[config.mk]
export PLATFORM = sky130hd
export DESIGN_NAME = swm_ctrl
export DESIGN_NICKNAME = d
export VERILOG_FILES = /design/src/rtl/core/swm_pkg.sv /design/src/rtl/core/swm_ctrl.sv
export SDC_FILE = /design/constraint.sdc
export NUM_CORES = 1
export LEC_CHECK = 0
export BUFFER_PORTS_ARGS = -buffer_cell sky130_fd_sc_hd__buf_2
export CAP_MARGIN = 20
export CORE_AREA = 2 2 39 41
export DETAILED_ROUTE_END_ITERATION = 12
export DIE_AREA = 0 0 41 43
export GPL_TIMING_DRIVEN = 0
export SLEW_MARGIN = 20
export SYNTH_ARGS = -nofsm -noshare
export SYNTH_HDL_FRONTEND = slang
export SYNTH_SLANG_ARGS = --single-unit
[constraint.sdc]
create_clock -name clk -period 1.16 [get_ports clk]
set_input_delay 0.232 -clock clk [delete_from_list [all_inputs] [get_ports clk]]
set_output_delay 0.232 -clock clk [all_outputs]
set_load 0.01 [all_outputs]
[src/rtl/core/swm_pkg.sv]
// ----------------------------------------------------------------------------
// swm_pkg
// Shared types and constants for the sliding window max spread block.
// ----------------------------------------------------------------------------
package swm_pkg;

  localparam int MAX_WINDOW_DEF = 1024;
  localparam int CFG_W          = 11;
  localparam int SAMPLE_W       = 32;

  typedef struct packed {
    logic accept;
    logic rd;
    logic cmp;
    logic load;
  } swm_cmd_t;

  typedef struct packed {
    logic will_fill;
    logic scan_last;
    logic out_free;
  } swm_sts_t;

endpackage

[src/rtl/core/swm_ctrl.sv]
// ----------------------------------------------------------------------------
// swm_ctrl
// Sequencer: accepts a sample, steps the window scan, hands off the result.
// ----------------------------------------------------------------------------
module swm_ctrl
  import swm_pkg::*;
(
  input  logic     clk,
  input  logic     rst,
  input  logic     s_tvalid,
  output logic     s_tready,
  input  swm_sts_t sts,
  output swm_cmd_t cmd
);

  localparam logic [1:0] ST_IDLE = 2'd0;
  localparam logic [1:0] ST_RD   = 2'd1;
  localparam logic [1:0] ST_CMP  = 2'd2;
  localparam logic [1:0] ST_FIN  = 2'd3;

  logic [1:0] state;
  logic [1:0] state_next;

  always_comb begin
    state_next = state;
    cmd        = '0;
    s_tready   = 1'b0;
    case (state)
      ST_IDLE: begin
        s_tready = 1'b1;
        if (s_tvalid) begin
          cmd.accept = 1'b1;
          state_next = sts.will_fill ? ST_RD : ST_FIN;
        end
      end
      ST_RD: begin
        cmd.rd     = 1'b1;
        state_next = ST_CMP;
      end
      ST_CMP: begin
        cmd.cmp    = 1'b1;
        state_next = sts.scan_last ? ST_FIN : ST_RD;
      end
      ST_FIN: begin
        if (sts.out_free) begin
          cmd.load   = 1'b1;
          state_next = ST_IDLE;
        end
      end
      default: state_next = ST_IDLE;
    endcase
  end

  always_ff @(posedge clk) begin
    if (rst) begin
      state <= ST_IDLE;
    end else begin
      state <= state_next;
    end
  end

endmodule

==> qor.yml, run 1 <==
floorplanning:
  initial_core_util_pct: 8.41
  core-area_mm2: 0.00138
  row_count: 14
  dieArea_mm2: 0.00176
  die_w_um: 41
  ios: 11
  fp.dieH_um: 43
layout:
  reg.largest.list: "state x2"
  utilization_pct: 16.6
  regMostFlops: "state"
  largest_reg_flops: 2
  syn2layout_area_growth_pct: 97.8
  nets: 34
  fin_area_um2: 230
  drive_gt1_share_pct: 69.2
  layout_commonest_cell: "buf_2"
  fillCellCount: 167
  diodes: 0
  final_cells: 42
  layout_common_cells: "buf_2 (9), clkbuf_4 (3), a21oi_1 (2), dfxtp_4 (2)"
global_route:
  antenna_found_initial: 0
  grt_overflow: 0
  grt_usage_pct: 4.51
  globalRouteMet2Util_pct: 5.94
  grt_pass1_wl_um: 469
  grt.busiest_layer: "met4"
  met1_usage_pct: 3.51
  gr-usage-met3_pct: 3.14
  grt_max_degree: 9
  grt_pass1_vias: 131
sta:
  fmax_mhz: 871
  layout_setup_ws_ns: 0.0122
  drv_slew: 0
  fin_skew_ns: 0.00215
  rsz0062_at_grt: "yes"
  min_period_ns: 1.15
  finalSetupTns_ns: 0
  finalCritPeriodShare_pct: 98.9
  worst_pin_slew_ns: 0.152
  hold_violations: 0
  max_slew_margin_pct: 89.9
  setup_viol: 0
worst_setup_path:
  cp-start-kind: "flip-flop"
  r2r_start: "state[1]"
  critical_path.startpoint: "state[0]"
  end_kind: "output pin"
  worstPathRequired_ns: 0.93
  crit_fanout: 6
  r2r_setup_slack_ns: 0.16
  critical_path_class: "reg2out"
  slowest_delay_ns: 0.35
  path_cells: "nor2_2 > and2_1 > buf_2"
  critical_path_arrival_ns: 0.92
  slowest_stage: "dfxtp_4"
route:
  wirelength_um: 344
  initialDrtViolationCount: 0
  vias: 145
  ant_nets: 0
  dr.pass1.iters: 1
  drc: 0
  viasPerCell: 3.45
  avgRoutedWirePerCell_um: 8.19
logic_synthesis:
  synth_cells: 13
  avgSynthCellArea_um2: 8.95
  ys_seq_elements: 2
  yosysSeqAreaShare_pct: 34.4
  synth.cell_area_um2: 116
  yosysUniqueCellTypes: 11
  synth_nets: 19
  yosysWarnings: 0
placement:
  post-place-ws_ns: 0.139
  placedCellCount: 39
  place_congestion: 0.441
  port-buffer-count: 10
  hpwlAfterDp_um: 262
  placed_cell_area_um2: 186
pwr:
  leakage_nw: 0.106
  p_per_area_mw_per_mm2: 1340
  irDropWorstVdd_mv: 0.156
job:
  cap_viol_max_count: 0
outcome:
  outcome: "completed"
cts:
  postCtsHoldBufs: 0
  worstSkewPairLatency_ns: 0.22
  cts_root_buffer: "clkbuf_4"
  htreeDepth: 1
  cts_tree: "yes"
  cts_setup_buffers: 0
  cts_sinks: 2
  cts_buffers: 3
  clk_path_buf_depth: 2
  clk_pin_slew_worst_paths_ns: 0.03
worst_hold_path:
  hp-start: "rst"
  hp-class: "in2reg"
-- final timing paths --
kind	to	depth (start not counted)
setup / recovery	cmd[3]	3
hold / removal	state[1]	2
setup reg to reg	state[1]	2
hold reg to reg	state[0]	2
-- critical path: cells and delay by family, from the launching register on --
| kind | cells | cell delay, ns |
|---|---|---|
| and+or+nand+nor | 2 | 0.23 |
| DFF | 1 | 0.35 |
| buffers and inverters | 1 | 0.12 |
-- cells in the mapped netlist --
cell      instances  share of area (%)
o21bai_1          1                6.5
a211oi_2          1                 11
nor2b_1           1                5.4
dfxtp_1           2                 34
a21oi_1           2                8.6
or3b_1            1                7.5
and3_1            1                5.4
nor2_1            1                3.2
and2b_1           1                6.5
or2b_1            1                6.5
and2_1            1                5.4
-- layer usage --
layer	vias up	routed length, µm
met5	-	0
li1	72	-
met2	6	187
met4	0	0
met1	67	136
met3	0	20
-- where the power goes --
group          total (mW)  switching, mW  internal (mW)
clock               0.151         0.0375          0.114
sequential         0.0905         0.0127         0.0778
combinational      0.0674         0.0291         0.0383
total               0.309         0.0793          0.230
-- kinds of logic (layout without fill, tap and decap cells) --
family	Yosys count	in the layout	share of synthesized area, %
AO/OA/AOI/OAI	4	4	25.8
buffers and inverters	0	13	0
flip-flops	2	2	34.4
AND/OR/NAND/NOR	7	7	39.8
-- layout make-up --
cell class	count	area [µm²]	area share, %
clock buffers	3	22.5	9.78
multi-input cells	11	83.8	36.4
flip-flops and latches	2	47.5	20.7
well taps	16	20.0	8.70
repair buffers	10	56.3	24.5
-- timing repair --
action	4_1_cts	5_1_grt
hold endpoints to repair	0	0
endpoints found under the setup margin	4	3
cloned	0	0
gates resized for setup	5	2
-- metrics by stage --
step / hold slack [ns] / power, mW
2_1_floorplan: 0.301 / 0.123
3_3_place_gp: 0.423 / 0.152
3_5_place_dp: 0.428 / 0.154
4_1_cts: 0.177 / 0.322
5_1_grt: 0.188 / 0.342
6_report: 0.193 / 0.309
(Power assumes the default switching activity.)
==> inputs of run 2 (changes only) <==
CTS_BUF_LIST = sky130_fd_sc_hd__clkbuf_16   (was not set)
==> qor.yml, run 2 (synthesis gave the netlist of run 1 again) <==
cts:
  postCtsHoldBufs: 0  # unchanged
  cts_sinks: 2  # unchanged
  clk_path_buf_depth: 2  # unchanged
  htreeDepth: 1  # unchanged
  cts_buffers: 3  # unchanged
  clk_pin_slew_worst_paths_ns: 0.03  # about the same
  cts_root_buffer: "clkbuf_16"
  cts_setup_buffers: 0  # unchanged
  cts_tree: "yes"
  worstSkewPairLatency_ns: 0.22  # about the same
  post_cts_resized: 5  # unchanged
worst_setup_path:
  crit_family: "flip-flops"
  path_cells: "nor2_2 > and2_1 > buf_2"
  slowest_stage: "dfxtp_4"
  worstPathRequired_ns: 0.93  # about the same
  end_kind: "output pin"
  crit_fanout: 6  # unchanged
  cp-start-kind: "flip-flop"
  crit_buf_inv: 1  # unchanged
  critical_path_class: "reg2out"
  critical_path_arrival_ns: 0.91  # about the same
  slowest_delay_ns: 0.35  # about the same
floorplanning:
  initial_core_util_pct: 8.41  # unchanged
  ios: 11  # unchanged
  row_count: 14  # unchanged
  fp.dieH_um: 43  # unchanged
  core-area_mm2: 0.00138  # unchanged
  dieArea_mm2: 0.00176  # unchanged
  die_w_um: 41  # unchanged
sta:
  worst_pin_slew_ns: 0.152  # +0.000253 ns
  setup_viol: 0  # unchanged
  layout_setup_ws_ns: 0.0142  # +0.00197 ns
  max_slew_margin_pct: 89.9  # about the same
  min_period_ns: 1.15  # -0.00197 ns
  rsz0062_at_grt: "yes"
  finalSetupTns_ns: 0  # unchanged
  fin_skew_ns: 0.00138  # -0.000768 ns
  hold_violations: 0  # unchanged
  drv_slew: 0  # unchanged
  finalCritPeriodShare_pct: 98.8  # -0.17 points
  fmax_mhz: 873  # +0.17%
layout:
  diodes: 0  # unchanged
  fillCellCount: 161  # -3.6%
  seq_area_um2: 47.5  # unchanged
  reg.largest.list: "state x2"
  syn2layout_area_growth_pct: 143
  multi_input_area_um2: 83.8  # unchanged
  regMostFlops: "state"
  layout_common_cells: "buf_2 (9), clkbuf_16 (3), a21oi_1 (2), dfxtp_4 (2)"
  largest_reg_flops: 2  # unchanged
  drive_gt1_share_pct: 69.2  # unchanged
  nets: 34  # unchanged
  layout_commonest_cell: "buf_2"
  fin_area_um2: 283  # +23%
global_route:
  grt_overflow: 0  # unchanged
  globalRouteMet2Util_pct: 6.25  # +0.31 points
  antenna_found_initial: 0  # unchanged
  gr-usage-met3_pct: 3.14  # unchanged
  met1_usage_pct: 3.51  # unchanged
  grt_pass1_vias: 135  # +3.1%
  grt.busiest_layer: "met4"
  grt_pass1_wl_um: 476  # +1.5%
  grt_max_degree: 9  # unchanged
  grt_usage_pct: 4.91  # +0.40 points
route:
  ant_nets: 0  # unchanged
  drc: 0  # unchanged
  wirelength_um: 347  # +0.87%
  dr.pass1.iters: 2  # +1
  vias: 144  # -0.69%
  viasPerCell: 3.43  # -0.69%
  avgRoutedWirePerCell_um: 8.26  # +0.87%
  initialDrtViolationCount: 1  # +1
worst_hold_path:
  hp-class: "in2reg"
pwr:
  leakage_nw: 0.129  # +22%
  p_per_area_mw_per_mm2: 2380  # +77%
  irDropWorstVdd_mv: 0.352  # +130%
  power_mw: 0.674  # +120%
placement:
  hpwlAfterDp_um: 262  # unchanged
  post-place-ws_ns: 0.139  # unchanged
  port-buffer-count: 10  # unchanged
  place_congestion: 0.441  # unchanged
  placed_cell_area_um2: 186  # unchanged
outcome:
  outcome: "completed"
job:
  cap_viol_max_count: 0  # unchanged
run 2: cell counts in the layout (fill, tap and decap cells not counted):
Identical to the previous run, type by type.
run 2: metal layers:
layer  part of all wire (%)  vias to the layer above  wire length, µm
met1                     40                       62              140
met5                      0                        -                0
met2                     46                        8              161
met3                    9.5                        2               33
met4                    2.9                        0               10
li1                       -                       72                -
run 2: final cells by class:
| type | instances | share of cell area (%) |
|---|---|---|
| repair buffers | 10 | 19.9 |
| clock buffers | 3 | 26.5 |
| multi-input cells | 11 | 29.6 |
| well taps | 16 | 7.08 |
| flip-flops and latches | 2 | 16.8 |
run 2: path summary, 6_finish.rpt:
check / startpoint / endpoint / slack [ns] / cells after the start
setup / recovery: state[0] / cmd[3] / 0.01 / 3
hold / removal: rst / state[1] / 0.19 / 2
setup reg to reg: state[1] / state[1] / 0.16 / 2
hold reg to reg: state[0] / state[0] / 0.56 / 2
run 2: stage by stage:
step | cells | util, % | hold slack, ns
after detailed placement | 39 | 13.5 | 0.428
after floorplan | 13 | - | 0.301
final | 42 | 20.4 | 0.190
after global routing | 42 | 20.4 | 0.200
after CTS | 42 | 19.8 | 0.189
after global placement | 39 | 13.5 | 0.423
run 2: where the power goes:
part,internal [mW],switching [mW],total [mW]
logic,0.0383,0.0287,0.0670
clock network,0.438,0.0779,0.516
registers,0.0779,0.0127,0.0906
